### src/rtl/lbf_pkg.sv
`timescale 1ns / 1ps

package lbf_pkg;

   localparam int DEPTH  = 4096;
   localparam int ADDR_W = $clog2(DEPTH);
   localparam int CNT_W  = $clog2(DEPTH + 1);
   localparam int DATA_W = 32;
   localparam int BC_W   = 6;
   localparam int IDX_W  = $clog2(DATA_W);

   localparam logic [BC_W-1:0] MAX_BITS = BC_W'(DATA_W);
   localparam logic [3:0]      RD_EMPTY = 4'd8;

   typedef enum logic [2:0] {
      CMD_ADD_BITS = 3'd0,
      CMD_ADD_BYTE = 3'd1,
      CMD_PAD      = 3'd2,
      CMD_GET_BITS = 3'd3,
      CMD_GET_BYTE = 3'd4
   } cmd_type;

   typedef enum logic [1:0] {
      STS_OK       = 2'd0,
      STS_OVERFLOW = 2'd1,
      STS_UNDERRUN = 2'd2
   } status_type;

   typedef enum logic [1:0] {
      S_IDLE,
      S_BUSY,
      S_HOLD
   } state_type;

   typedef struct packed {
      logic              start_wr;
      logic              start_rd;
      logic [2:0]        cmd;
      logic [DATA_W-1:0] value;
      logic [BC_W-1:0]   count;
   } ctl_type;

   typedef struct packed {
      logic busy;
      logic done;
      logic overflow;
   } wsts_type;

   typedef struct packed {
      logic busy;
      logic done;
      logic underrun;
   } rsts_type;

   function automatic logic is_write_cmd(logic [2:0] c);
      return c inside {CMD_ADD_BITS, CMD_ADD_BYTE, CMD_PAD};
   endfunction

   function automatic logic is_read_cmd(logic [2:0] c);
      return c inside {CMD_GET_BITS, CMD_GET_BYTE};
   endfunction

endpackage

### src/rtl/lbf_packer.sv
`timescale 1ns / 1ps

module lbf_packer (
   input  logic                         clock,
   input  logic                         reset,
   input  lbf_pkg::ctl_type             ctl,
   output lbf_pkg::wsts_type            sts,
   output logic [lbf_pkg::CNT_W-1:0]    wr_count,
   output logic                         ram_we,
   output logic [lbf_pkg::ADDR_W-1:0]   ram_waddr,
   output logic [7:0]                   ram_wdata
);
   import lbf_pkg::*;

   logic              busy_ff, busy_in;
   logic              done_ff, done_in;
   logic              ovf_ff, ovf_in;
   logic [2:0]        cmd_ff, cmd_in;
   logic [DATA_W-1:0] val_ff, val_in;
   logic [BC_W-1:0]   left_ff, left_in;
   logic [CNT_W-1:0]  wr_count_ff, wr_count_in;
   logic [7:0]        partial_ff, partial_in;
   logic [2:0]        fill_ff, fill_in;

   logic              commit;
   logic [7:0]        commit_byte;
   logic [7:0]        part;

   always_ff @(posedge clock) begin
      if (reset) begin
         busy_ff     <= 1'b0;
         done_ff     <= 1'b0;
         ovf_ff      <= 1'b0;
         wr_count_ff <= '0;
         partial_ff  <= '0;
         fill_ff     <= '0;
      end else begin
         busy_ff     <= busy_in;
         done_ff     <= done_in;
         ovf_ff      <= ovf_in;
         wr_count_ff <= wr_count_in;
         partial_ff  <= partial_in;
         fill_ff     <= fill_in;
      end
      cmd_ff  <= cmd_in;
      val_ff  <= val_in;
      left_ff <= left_in;
   end

   always_comb begin
      busy_in     = busy_ff;
      done_in     = 1'b0;
      ovf_in      = ovf_ff;
      cmd_in      = cmd_ff;
      val_in      = val_ff;
      left_in     = left_ff;
      wr_count_in = wr_count_ff;
      partial_in  = partial_ff;
      fill_in     = fill_ff;
      commit      = 1'b0;
      commit_byte = partial_ff;
      part        = partial_ff;
      ram_we      = 1'b0;
      ram_waddr   = wr_count_ff[ADDR_W-1:0];
      ram_wdata   = '0;

      if (ctl.start_wr) begin
         busy_in = 1'b1;
         ovf_in  = 1'b0;
         cmd_in  = ctl.cmd;
         val_in  = ctl.value;
         left_in = ctl.count;
      end else if (busy_ff) begin
         case (cmd_ff)
            CMD_ADD_BITS: begin
               if (left_ff == '0) begin
                  busy_in = 1'b0;
                  done_in = 1'b1;
               end else begin
                  // bits above fill are always zero, so set the bit in place
                  part[fill_ff] = val_ff[0];
                  partial_in    = part;
                  fill_in       = fill_ff + 3'd1;
                  val_in        = val_ff >> 1;
                  left_in       = left_ff - BC_W'(1);
                  commit        = (fill_ff == 3'd7);
                  commit_byte   = part;
               end
            end
            CMD_ADD_BYTE: begin
               commit = 1'b1;
               if (fill_ff == '0) begin
                  commit_byte = val_ff[7:0];
                  busy_in     = 1'b0;
                  done_in     = 1'b1;
               end
            end
            CMD_PAD: begin
               commit  = (fill_ff != '0);
               busy_in = 1'b0;
               done_in = 1'b1;
            end
            default: begin
               busy_in = 1'b0;
               done_in = 1'b1;
            end
         endcase

         if (commit) begin
            partial_in = '0;
            fill_in    = '0;
            if (wr_count_ff < CNT_W'(DEPTH)) begin
               ram_we      = 1'b1;
               ram_wdata   = commit_byte;
               wr_count_in = wr_count_ff + CNT_W'(1);
            end else begin
               ovf_in = 1'b1;
            end
         end
      end
   end

   assign sts.busy     = busy_ff;
   assign sts.done     = done_ff;
   assign sts.overflow = ovf_ff;
   assign wr_count     = wr_count_ff;

   a_count_bound: assert property (@(posedge clock) disable iff (reset)
      wr_count_ff <= CNT_W'(DEPTH))
      else $error("committed byte count beyond store depth");

   a_write_in_range: assert property (@(posedge clock) disable iff (reset)
      ram_we |-> (wr_count_ff < CNT_W'(DEPTH)) && (wr_count_in == wr_count_ff + CNT_W'(1)))
      else $error("store write without room or without count advance");

endmodule

### config.mk
export PLATFORM = sky130hd
export DESIGN_NAME = lbf_packer
export DESIGN_NICKNAME = d
export VERILOG_FILES = /design/src/rtl/lbf_pkg.sv /design/src/rtl/lbf_packer.sv
export SDC_FILE = /design/constraint.sdc
export NUM_CORES = 1
export LEC_CHECK = 0
export BUFFER_PORTS_ARGS = -buffer_cell sky130_fd_sc_hd__buf_2
export CAP_MARGIN = 20
export CORE_MARGIN = 2
export CORE_UTILIZATION = 30
export CTS_CLUSTER_DIAMETER = 100
export DETAILED_ROUTE_END_ITERATION = 10
export PLACE_DENSITY = 0.52
export REMOVE_ABC_BUFFERS = 1
export SLEW_MARGIN = 20
export SYNTH_ARGS = -nofsm -noshare
export SYNTH_HDL_FRONTEND = slang
export SYNTH_SLANG_ARGS = --single-unit
### constraint.sdc
create_clock -name clock -period 2.5 [get_ports clock]
set_input_delay 0.375 -clock clock [delete_from_list [all_inputs] [get_ports clock]]
set_output_delay 0.375 -clock clock [all_outputs]
set_load 0.01 [all_outputs]
==> out/qor.txt <==
Final Max Tran Viols = 0
Routed len/inst = 14.6 µm
Dpl ws = 0.191 ns
Part of the cycle the worst path needs = 0.986
CP max-delay cell = dfxtp_1
LEAKAGE = 1.76 nW
Slew @ Worst Pin = 0.903 ns
Starting Density = 0.309
Final instance area = 4450 µm²
GRT overflow = 0
Layout cells sized above 1 = 0.434
Antenna viol nets, final = 0
PwrDens = 636 nW/µm²
Clock buffer depth = 2
Vias per Instance = 4.85
Post-synthesis cell count = 307
I/O Pins = 82
Biggest cell delay along the critical path = 0.31 ns
Max Cap Viol = 0
Placed cells = 512
Fill count = 1,114
All-Layer GR Usage = 0.127
Port Buf Inserts = 80
Area after DPL = 4020 µm²
Ant diodes = 0
Min-Delay Path Class = in -> reg
Iter 0 DRT Violations = 104
Drt first pass iters = 6
Async S/R FF share, synth = 0
Synthesis Warnings = 0
Netlist Area Pre-Place = 3550 µm²
Unrepaired setup endpoints after global routing = yes
Max Clock Freq = 0.406 GHz
First-pass GRT wire length = 12,700 µm
GP Congestion = 0.739
Remaining DRCs = 0
Area of the multi-input gates = 1600 µm²
WP data arrival = 2.09 ns
EDFF count, synth = 41
Element type at the critical path end = primary output
Sequential Area = 1770 µm²
Die height = 113 µm
Root Driver = clkbuf_16
Worst setup margin = 0.0339 ns
DIE AREA = 12,700 µm²
Proportion of netlist area held by the largest area contributor = 0.347
# rows = 39
Crit start category = register
Tmin final = 2.47 ns
Skew final = 0.00630 ns
Sink of the worst hold path = cmd_ff[1]$_DFFE_PP_
H-tree depth = 3
Clk slew on worst S/H paths = 0.06 ns
Nets = 440
# hold bufs at CTS = 0
Worst reg2reg path endpoint = val_ff[7]$_DFFE_PP_
CP top delay family = compound AO/OA/AOI/OAI gates
Min-delay src = ctl[39]
R2R Setup Slk = 0.36 ns
Crit-path max FO = 8
Number of global-route vias before repair = 2,570
Sink Count = 68
Hold Path Stages = 1
Final Hold Viols = 0
DR vias = 2,605
Worst skew pair latency = 0.34 ns
Ranking of synthesized cells by area = edfxtp_1 (35%), dfxtp_1 (15%), mux2_2 (11%)
Cell variety after synth = 49
Largest net degree at the start of global routing = 48
Final wirelength = 7820 µm
P&R area growth vs syn = 25.3%
TritonCTS clock tree = done
Max-slew headroom = 0.398
WP data required = 2.12 ns
CTS buffer count = 9
Core area = 11,500 µm²
Setup CP Type = reg -> out
Die width = 113 µm
Seq/Total Area, Yosys = 0.499
Worst Path Buf+Inv = 3
Top FF cell, synth = edfxtp_1
Status = complete, no violations
Detail Placement HPWL = 5220 µm
VDD IR max = 458 µV
Reg2Reg Launch Point = cmd_ff[2]$_DFFE_PP_
CP Cell Sequence = inv_1, ha_1, or2b_4, a21oi_4, a2bb2oi_2, nor3_2, buf_4, o21a_1, buf_2
Synthesized flop and latch total = 68
R2r worst-path depth = 3
Layout Cells excl Fill = 537
Largest area contributor in the netlist = edfxtp_1
Initial antenna violation count = 1
Finish-stage setup viols = 0
Mean Syn Cell Area = 11.6 µm²
==> synth_stat cells (2+ instances only) <==
cell type and instances:
a211oi_1 2, a21oi_1 17, a22o_1 18, a31oi_1 2, buf_2 2, buf_4 16
buf_6 2, clkbuf_1 7, dfxtp_1 27, edfxtp_1 41, ha_1 6, inv_1 8
mux2_2 35, mux2i_1 10, nand2_1 15, nand2b_1 3, nand3_1 2, nand3b_1 3
nand4_1 4, nor2_1 18, nor2b_1 5, nor3_1 7, nor3_2 2, o21a_1 8
o21ai_0 8, o31ai_1 5, or3_1 4, or3b_2 3, or4_1 5, xnor2_1 2
xor2_1 2
==> power breakdown <==
group          switching (W)  internal (W)  leakage (nW)  total [W]
combinational       0.000126      0.000127          1.00   0.000253
clock               0.000505      0.000775         0.140    0.00128
sequential         0.0000319       0.00126         0.622    0.00129
==> placed cells by master, fill, tap and decap left out, drive strengths merged, types with 2 or more instances in the layout <==
cell type,synthesis,final
buf,21,100
edfxtp,41,41
mux2,36,36
dfxtp,27,27
nor2,18,18
a22o,18,18
a21oi,18,18
nand2,15,15
mux2i,10,10
clkbuf,7,9
inv,8,9
nor3,9,9
o21ai,8,8
o21a,8,8
ha,6,6
nor2b,5,5
o31ai,5,5
or4,5,5
nand4,4,4
or3,4,4
nand3b,3,3
nand2b,3,3
or3b,3,3
clkinv,0,3
xor2,2,2
xnor2,2,2
a211oi,2,2
a31oi,2,2
nand3,2,2
clkinvlp,0,2
nor4,2,2
and2b,2,2
==> kinds of logic after synthesis <==
logic type | synth area share
buf+inv | 0.0635
mux | 0.144
xor+xnor | 0.00987
fa+ha+maj | 0.0212
simple gates | 0.129
flops | 0.499
compound gates | 0.134
==> area by class of cell <==
| cell class | instances | share of cell area |
|---|---|---|
| Clock buffer | 9 | 0.0507 |
| Clock inverter | 7 | 0.0169 |
| Inverter | 8 | 0.00675 |
| Multi-Input combinational cell | 202 | 0.360 |
| Sequential cell | 68 | 0.399 |
| Tap cell | 143 | 0.0402 |
| Timing Repair Buffer | 100 | 0.127 |
==> per-stage QoR <==
step / setup TNS (ns) / power, W / util / hold slack [ns]
floorplan: -3.37 / 0.00144 / - / 0.444
finish: 0 / 0.00283 / 0.388 / 0.215
CTS: 0 / 0.00285 / 0.379 / 0.203
detailed placement: 0 / 0.00155 / 0.350 / 0.489
global route: -0.255 / 0.00295 / 0.388 / 0.209
global placement: 0 / 0.00154 / 0.350 / 0.480
==> per-layer routing <==
layer,share of wire,track usage
met1,0.43,0.156
met2,0.47,0.194
met3,0.076,0.0541
met4,0.020,0.0537
met5,0.0020,0
==> repair_timing <==
item,in CTS,in global routing
endpoints found under the hold margin,0,0
buffers inserted,1,8
pin swaps,1,3
gates resized for setup,6,10
setup endpoints to repair,8,8
==> registers in the layout, indices dropped and copies added (netlist names) <==
| signal | count |
|---|---|
| busy_ff | 1 |
| cmd_ff | 3 |
| done_ff | 1 |
| fill_ff | 3 |
| left_ff | 6 |
| ovf_ff | 1 |
| partial_ff | 8 |
| val_ff | 32 |
| wr_count | 13 |
==> worst max path at each step <==
stage                       startpoint  cells after the start            to
3_5_place_dp   fill_ff[0]$_SDFFE_PP0P_                      7  ram_wdata[7]
2_1_floorplan      cmd_ff[2]$_DFFE_PP_                      5  ram_wdata[0]
6_report       fill_ff[0]$_SDFFE_PP0P_                      9  ram_wdata[6]
3_3_place_gp   fill_ff[0]$_SDFFE_PP0P_                      7  ram_wdata[0]
4_1_cts           left_ff[2]$_DFFE_PP_                      7  ram_wdata[1]
5_1_grt            cmd_ff[2]$_DFFE_PP_                      7  ram_wdata[0]
Note: power is estimated with default switching activity, not from simulation.
