<file path="src/rtl/lbf_pkg.sv">
`timescale 1ns / 1ps

package lbf_pkg;

   localparam int DEPTH  = 4096;
   localparam int ADDR_W = $clog2(DEPTH);
   localparam int CNT_W  = $clog2(DEPTH + 1);
   localparam int DATA_W = 32;
   localparam int BC_W   = 6;
   localparam int IDX_W  = $clog2(DATA_W);

   localparam logic [BC_W-1:0] MAX_BITS = BC_W'(DATA_W);
   localparam logic [3:0]      RD_EMPTY = 4'd8;

   typedef enum logic [2:0] {
      CMD_ADD_BITS = 3'd0,
      CMD_ADD_BYTE = 3'd1,
      CMD_PAD      = 3'd2,
      CMD_GET_BITS = 3'd3,
      CMD_GET_BYTE = 3'd4
   } cmd_type;

   typedef enum logic [1:0] {
      STS_OK       = 2'd0,
      STS_OVERFLOW = 2'd1,
      STS_UNDERRUN = 2'd2
   } status_type;

   typedef enum logic [1:0] {
      S_IDLE,
      S_BUSY,
      S_HOLD
   } state_type;

   typedef struct packed {
      logic              start_wr;
      logic              start_rd;
      logic [2:0]        cmd;
      logic [DATA_W-1:0] value;
      logic [BC_W-1:0]   count;
   } ctl_type;

   typedef struct packed {
      logic busy;
      logic done;
      logic overflow;
   } wsts_type;

   typedef struct packed {
      logic busy;
      logic done;
      logic underrun;
   } rsts_type;

   function automatic logic is_write_cmd(logic [2:0] c);
      return c inside {CMD_ADD_BITS, CMD_ADD_BYTE, CMD_PAD};
   endfunction

   function automatic logic is_read_cmd(logic [2:0] c);
      return c inside {CMD_GET_BITS, CMD_GET_BYTE};
   endfunction

endpackage

</file>
<file path="src/rtl/lbf_unpacker.sv">
`timescale 1ns / 1ps

module lbf_unpacker (
   input  logic                          clock,
   input  logic                          reset,
   input  lbf_pkg::ctl_type              ctl,
   input  logic [lbf_pkg::CNT_W-1:0]     wr_count,
   output logic                          ram_re,
   output logic [lbf_pkg::ADDR_W-1:0]    ram_raddr,
   input  logic [7:0]                    ram_rdata,
   output lbf_pkg::rsts_type             sts,
   output logic [lbf_pkg::DATA_W-1:0]    result
);
   import lbf_pkg::*;

   logic              busy_ff, busy_in;
   logic              done_ff, done_in;
   logic              und_ff, und_in;
   logic              wait_ff, wait_in;
   logic [2:0]        cmd_ff, cmd_in;
   logic [BC_W-1:0]   left_ff, left_in;
   logic [IDX_W-1:0]  idx_ff, idx_in;
   logic [DATA_W-1:0] res_ff, res_in;
   logic [CNT_W-1:0]  rd_pos_ff, rd_pos_in;
   logic [3:0]        rd_bit_ff, rd_bit_in;
   logic [7:0]        rd_byte_ff, rd_byte_in;

   logic              fetch;

   always_ff @(posedge clock) begin
      if (reset) begin
         busy_ff    <= 1'b0;
         done_ff    <= 1'b0;
         und_ff     <= 1'b0;
         wait_ff    <= 1'b0;
         rd_pos_ff  <= '0;
         rd_bit_ff  <= RD_EMPTY;
         rd_byte_ff <= '0;
      end else begin
         busy_ff    <= busy_in;
         done_ff    <= done_in;
         und_ff     <= und_in;
         wait_ff    <= wait_in;
         rd_pos_ff  <= rd_pos_in;
         rd_bit_ff  <= rd_bit_in;
         rd_byte_ff <= rd_byte_in;
      end
      cmd_ff  <= cmd_in;
      left_ff <= left_in;
      idx_ff  <= idx_in;
      res_ff  <= res_in;
   end

   always_comb begin
      busy_in    = busy_ff;
      done_in    = 1'b0;
      und_in     = und_ff;
      wait_in    = wait_ff;
      cmd_in     = cmd_ff;
      left_in    = left_ff;
      idx_in     = idx_ff;
      res_in     = res_ff;
      rd_pos_in  = rd_pos_ff;
      rd_bit_in  = rd_bit_ff;
      rd_byte_in = rd_byte_ff;
      fetch      = 1'b0;
      ram_re     = 1'b0;
      ram_raddr  = rd_pos_ff[ADDR_W-1:0];

      if (ctl.start_rd) begin
         busy_in = 1'b1;
         und_in  = 1'b0;
         cmd_in  = ctl.cmd;
         left_in = ctl.count;
         idx_in  = '0;
         res_in  = '0;
      end else if (busy_ff) begin
         if (wait_ff) begin
            // registered read data lands in the cycle after the address
            rd_byte_in = ram_rdata;
            rd_pos_in  = rd_pos_ff + CNT_W'(1);
            wait_in    = 1'b0;
         end else begin
            case (cmd_ff)
               CMD_GET_BITS: begin
                  if (left_ff == '0) begin
                     busy_in = 1'b0;
                     done_in = 1'b1;
                  end else if (rd_bit_ff == RD_EMPTY) begin
                     fetch = 1'b1;
                  end else begin
                     res_in[idx_ff] = rd_byte_ff[rd_bit_ff[2:0]];
                     rd_bit_in      = rd_bit_ff + 4'd1;
                     idx_in         = idx_ff + IDX_W'(1);
                     left_in        = left_ff - BC_W'(1);
                  end
               end
               CMD_GET_BYTE: begin
                  if (rd_bit_ff != '0) begin
                     fetch = 1'b1;
                  end else begin
                     res_in    = DATA_W'(rd_byte_ff);
                     rd_bit_in = RD_EMPTY;
                     busy_in   = 1'b0;
                     done_in   = 1'b1;
                  end
               end
               default: begin
                  busy_in = 1'b0;
                  done_in = 1'b1;
               end
            endcase
         end

         if (fetch) begin
            rd_bit_in = '0;
            if (rd_pos_ff < wr_count) begin
               ram_re  = 1'b1;
               wait_in = 1'b1;
            end else begin
               // uncommitted byte reads as zero, position holds
               rd_byte_in = '0;
               und_in     = 1'b1;
            end
         end
      end
   end

   assign sts.busy     = busy_ff;
   assign sts.done     = done_ff;
   assign sts.underrun = und_ff;
   assign result       = res_ff;

   a_pos_behind_writer: assert property (@(posedge clock) disable iff (reset)
      rd_pos_ff <= wr_count)
      else $error("read position passed the committed bytes");

   a_wait_follows_read: assert property (@(posedge clock) disable iff (reset)
      ram_re |=> wait_ff && busy_ff)
      else $error("store read issued without a capture cycle");

endmodule

</file>
<file path="config.mk">
export PLATFORM = sky130hd
export DESIGN_NAME = lbf_unpacker
export DESIGN_NICKNAME = d
export VERILOG_FILES = /design/src/rtl/lbf_pkg.sv /design/src/rtl/lbf_unpacker.sv
export SDC_FILE = /design/constraint.sdc
export NUM_CORES = 1
export LEC_CHECK = 0
export ABC_AREA = 0
export BUFFER_PORTS_ARGS = -buffer_cell sky130_fd_sc_hd__buf_2
export CAP_MARGIN = 0
export CORE_ASPECT_RATIO = 1.2
export CORE_MARGIN = 4
export CORE_UTILIZATION = 47
export DETAILED_ROUTE_END_ITERATION = 7
export PLACE_DENSITY_LB_ADDON = 0.05
export SKIP_CTS_REPAIR_TIMING = 1
export SYNTH_ARGS = -nofsm -noshare
export SYNTH_HDL_FRONTEND = slang
export SYNTH_SLANG_ARGS = --single-unit
export TNS_END_PERCENT = 5
</file>
<file path="constraint.sdc">
create_clock -name clock -period 2.1 [get_ports clock]
set_input_delay 0.105 -clock clock [delete_from_list [all_inputs] [get_ports clock]]
set_output_delay 0.105 -clock clock [all_outputs]
set_load 0.02 [all_outputs]
</file>
==> run summary, run 1 <==
Register area share after synthesis: 39.9%
Async S/R FF share, synth: 0%
Min Clock Period, post-route: 2270 ps
Final Instance Area: 5080 um2
# rows: 36
Post-Place Cells: 661
Core box area: 8200 um2
Largest net degree at the start of global routing: 30
Max rail drop VDD: 0.381 mV
Clock sink total: 75
Final net count: 658
Clock H-tree levels: 3
# fillers: 784
Die X: 92.1 um
Syn-to-layout area delta: 27.3%
Most common cell after layout, fill and taps aside: buf_2
Main synth FF type: dfxtp_1
Fmax: 440 MHz
Number of global-route vias before repair: 3472
Crit path max fanout: 3
DIE HEIGHT: 109 um
Critical Path Start Type: flop
Final GP Congestion: 0.814
Mapped Cells: 474
I/O pin count: 114
Vias after detailed routing: 3715
PortBufs: 80
Placed Area: 4560 um2
Crit share post-route: 108%
R2r startpoint: left_ff[0]
Area of the multi-input gates: 2180 um2
Setup TNS: -1100 ps
Antenna cells: 0
Post-synthesis sequential element count: 75
Syn Nets: 560
Register area: 1590 um2
Relative slew slack: 62.7%
DRT iter0 DRCs: 165
Hold WS: -2.12 ps
Slew @ Worst Pin: 560 ps
Yosys warning count: 0
Initial antenna violation count: 0
Number of synthesized flops with an enable pin: 9
Distinct cells, synth: 49
Clock Skew: 7.40 ps
R2r worst-path depth: 9
Worst Hold Class: in2reg
Dpl hpwl: 7200 um
Violated checks: hold timing, setup timing
Clock buffer count from CTS: 9
Clock latency on the worst-skew pair: 350 ps
Wire per inst: 14.6 um
Final wirelength: 10100 um
Post-DRT Antenna Nets: 0
CP endpoint kind: output port
Hold EP: rd_byte_ff[6]
DR pass1 iterations: 4
Grt ovf: 0
GRT Overall Usage: 20.0%
Hold Fails Final Rpt: 1
Layout cells sized above 1: 28.8%
Remaining DRCs: 0
HP Start: ram_rdata[6]
Worst hold path stage count: 3
Final Instance Count excl. Fillers: 691
Starting density of the core: 48.7%
Avg Vias per Cell: 5.38
Worst reg2reg setup slack: -80 ps
Max Slew Vio Count: 0
CTS tree: done
Worst Setup Slack, final: -171 ps
Critical path required time: 2000 ps
Clk slew on worst S/H paths: 80 ps
CP arrival: 2170 ps
Pwr Density: 621 nW/um2
Die footprint: 10000 um2
Clock Tree Buf Depth: 2
Global-route wire length before repair: 16100 um
Synthesized area: 3990 um2
Status: finished, violations left
Reg2reg end: rd_bit_ff[2]
RSZ-0062 raised after global routing: true
Leakage power: 0.00221 uW
CP Class: reg2out
Avg Inst Size Synth: 8.42 um2
Most frequent cells in the layout: 79 x buf_2, 66 x dfxtp_1, 62 x nand2_1
CTS Root Cell: clkbuf_8
Max-cap violations: 0
Endpoints failing setup: 24
Final core occ: 62.0%
routing by layer:
layer | GRT usage (%) | up-vias | wire (um)
met3 | 3.59 | 17 | 342
met4 | 7.96 | 0 | 198
met5 | 0 | - | 0
met1 | 22.2 | 1773 | 4150
met2 | 37.8 | 69 | 5390
li1 | - | 1856 | -
sequential cells by signal, summed over array words and instances, names as in the netlist:
signal and cells:
rd_bit_ff 4, wait_ff 1, done_ff 1, cmd_ff 3
rd_pos_ff 13, left_ff 6, und_ff 1, busy_ff 1
rd_byte_ff 8, idx_ff 5, result 32
worst max path at each step:
stage                           from          to  slack (ps)  cells past startpoint
after floorplan           left_ff[0]  result[10]          50                      8
after global placement    left_ff[0]   result[2]         -50                      9
after detailed placement  left_ff[0]  result[13]        -110                      8
after CTS                  cmd_ff[0]      ram_re        -320                      6
after global routing      left_ff[0]      ram_re        -270                      8
final                     left_ff[0]      ram_re        -170                      8
power by group:
part	total, uW	switching (uW)	internal (uW)
logic	258	140	118
clock network	1410	529	885
registers	1480	14.0	1470
cell families (layout without fill, tap and decap cells):
| family | Yosys count | in the layout | share of synthesized area (%) |
|---|---|---|---|
| AO/OA/AOI/OAI | 142 | 142 | 22.0 |
| XOR/XNOR | 18 | 18 | 3.95 |
| adder cells (fa/ha/maj) | 20 | 20 | 6.27 |
| buffers and inverters | 63 | 166 | 7.78 |
| flip-flops | 75 | 75 | 39.9 |
| multiplexers | 4 | 4 | 1.63 |
| AND/OR/NAND/NOR | 152 | 152 | 18.5 |
cell usage after synthesis (2+ instances only):
cell,instances,area share [%]
dfxtp_1,66,33
nand2_1,66,6.2
a21oi_1,48,6.0
o21ai_0,41,5.1
nor2_1,32,3.0
inv_1,23,2.2
o211ai_1,22,4.1
ha_1,20,6.3
clkbuf_1,17,1.6
buf_4,15,2.8
xor2_1,12,2.6
a22oi_1,9,1.7
and3_1,9,1.4
edfxtp_1,9,6.8
nand3_1,8,1.0
xnor2_1,6,1.3
nand4_1,5,0.78
nor2b_1,5,0.78
and3b_1,4,0.88
nand2b_1,4,0.63
nor3b_1,4,0.75
o32ai_1,4,0.88
a21o_1,3,0.56
buf_1,3,0.28
nor3_1,3,0.38
nor3_2,3,0.75
a211o_1,2,0.44
a211oi_1,2,0.38
a31oi_1,2,0.31
a32o_1,2,0.50
buf_2,2,0.25
buf_6,2,0.56
mux2i_1,2,0.50
mux4_2,2,1.1
nand2_2,2,0.31
o21a_1,2,0.38
layout make-up:
cell class | instances | area share (%)
well taps | 114 | 2.81
inverters | 24 | 1.77
clock buffers | 12 | 3.25
clock inverters | 4 | 1.87
flip-flops and latches | 75 | 31.3
repair buffers | 126 | 16.0
multi-input cells | 336 | 43.0
metrics by stage:
stage | total power (uW) | worst slack [ps] | hold WS [ps]
final | 3160 | -171 | -2.12
after global routing | 3280 | -268 | 14.9
after CTS | 3160 | -318 | -86.1
after detailed placement | 1740 | -111 | 289
after global placement | 1740 | -47.0 | 284
after floorplan | 1650 | 53.9 | 204
critical path: stages, from the launching register on:
cell      delay, ps
edfxtp_1        420
inv_2            90
ha_4            120
or4b_4          480
o211ai_1        290
a211oi_2        140
nand2_1         110
nor2_2           50
buf_6           120
(Power assumes the default switching activity.)
==> run 2, diff against run 1 <==
--- a/config.mk
+++ b/config.mk
@@ -6,7 +6,7 @@
 export NUM_CORES = 1
 export LEC_CHECK = 0
 export ABC_AREA = 0
-export BUFFER_PORTS_ARGS = -buffer_cell sky130_fd_sc_hd__buf_2
+export BUFFER_PORTS_ARGS = -buffer_cell sky130_fd_sc_hd__buf_4
 export CAP_MARGIN = 0
 export CORE_ASPECT_RATIO = 1.2
 export CORE_MARGIN = 4
==> run summary, run 2 (same netlist as run 1, synthesis figures left out) <==
Status: finished, violations left
Violated checks: hold timing, setup timing
Clock Tree Buf Depth: 2
Largest register FFs: 32
Critical Path Start Type: flop
Antenna cells: 0
Slew @ Worst Pin: 660 ps
Most common cell after layout, fill and taps aside: buf_4
Hold WS: -3.22 ps
Final GP Congestion: 0.826
Wire per inst: 14.4 um
Crit path max-delay cell type: or4b_4
Pwr Density: 574 nW/um2
Die X: 92.1 um
Clk slew on worst S/H paths: 80 ps
Relative slew slack: 55.9%
Post-DRT Antenna Nets: 0
Largest net degree at the start of global routing: 35
CP endpoint kind: output port
Hold Fails Final Rpt: 1
I/O pin count: 114
Max rail drop VDD: 0.451 mV
Grt ovf: 0
Crit share post-route: 108%
Max-cap violations: 0
Remaining DRCs: 0
CP max stage delay: 480 ps
Starting density of the core: 48.7%
Post-Place Cells: 657
CP delay by family, top: simple AND/OR/NAND/NOR gates
Worst Hold Class: in2reg
Dpl hpwl: 7180 um
Clock latency on the worst-skew pair: 350 ps
CP Class: reg2out
Clock sink total: 75
Leakage power: 0.00216 uW
Global-route wire length before repair: 16100 um
RSZ-0062 raised after global routing: true
CTS Root Cell: clkbuf_8
Number of global-route vias before repair: 3578
Combinational cell fraction of total power: 8.8%
Syn-to-layout area delta: 27.8%
Most frequent cells in the layout: 107 x buf_4, 66 x dfxtp_1, 63 x nand2_1
Clk pwr share: 40.5%
Int Pwr: 2220 uW
Clock buffer count from CTS: 9
Critical path required time: 2000 ps
Crit path max fanout: 3
DR pass1 iterations: 4
Min Clock Period, post-route: 2270 ps
CP arrival: 2170 ps
Clock Skew: 9.36 ps
Worst Setup Slack, final: -173 ps
Initial antenna violation count: 0
Dpl ws: -103 ps
CTS tree: done
Endpoints failing setup: 29
Fmax: 440 MHz
Avg Vias per Cell: 5.39
Die footprint: 10000 um2
Final net count: 649
Final Instance Count excl. Fillers: 682
# rows: 36
Seq pwr share: 50.7%
NetSw: 708 uW
GRT Overall Usage: 19.9%
Clock H-tree levels: 3
PortBufs: 80
DRT iter0 DRCs: 194
Final wirelength: 9820 um
Layout cells sized above 1: 26.4%
Worst path cell trace: inv_1 -> ha_2 -> or4b_4 -> o211ai_1 -> a211oi_2 -> nand2_1 -> nor2_2 -> buf_6
Sw Share: 24.2%
CP bufs+invs: 2
Vias after detailed routing: 3676
Max Slew Vio Count: 0
DIE HEIGHT: 109 um
Core box area: 8200 um2
run 2: worst reg2reg max path: cells and delay by family (launching register included):
family	cells	cell delay (ps)
compound gates	3	560
fa+ha+maj	1	170
buf+inv	2	250
flops	1	390
simple gates	3	780
run 2: power by group through the flow:
| stage | combinational (uW) | clock (uW) | sequential (uW) |
|---|---|---|---|
| global route | 291 | 1260 | 1490 |
| detailed placement | 238 | 0 | 1520 |
| global placement | 236 | 0 | 1520 |
| finish | 259 | 1190 | 1480 |
| floorplan | 138 | 0 | 1520 |
| CTS | 240 | 1210 | 1480 |
run 2: final timing paths:
path                 start  slack [ps]       endpoint  cells past startpoint
max             left_ff[1]        -170         ram_re                      8
min           ram_rdata[6]          -3  rd_byte_ff[6]                      3
max reg2reg     left_ff[1]        -100   rd_bit_ff[2]                      9
min reg2reg  rd_byte_ff[6]         490  rd_byte_ff[6]                      2
run 2: metal layers:
layer / track usage [%] / up-vias / share of wire [%]
li1: - / 1837 / -
met1: 22.0 / 1720 / 40
met2: 37.4 / 95 / 53
met3: 3.11 / 24 / 4.5
met4: 9.24 / 0 / 2.7
met5: 0 / - / 0
run 2: metrics by stage:
stage	instance area (um2)	total power [uW]	setup TNS (ps)	util (%)
2_1_floorplan	3990	1650	0	-
3_3_place_gp	4730	1750	-192	57.7
3_5_place_dp	4730	1760	-1020	57.7
4_1_cts	4940	2930	-1970	60.3
5_1_grt	5100	3030	-7490	62.2
6_report	5100	2930	-1670	62.2
run 2: final cells by class:
cell class / count / area [um2]
tap: 114 / 143
multi-input combinational: 336 / 2130
inverter: 24 / 90.1
fill: 767 / 3100
sequential: 75 / 1590
clock buffer: 11 / 153
timing repair buffer: 117 / 931
clock inverter: 5 / 60.1
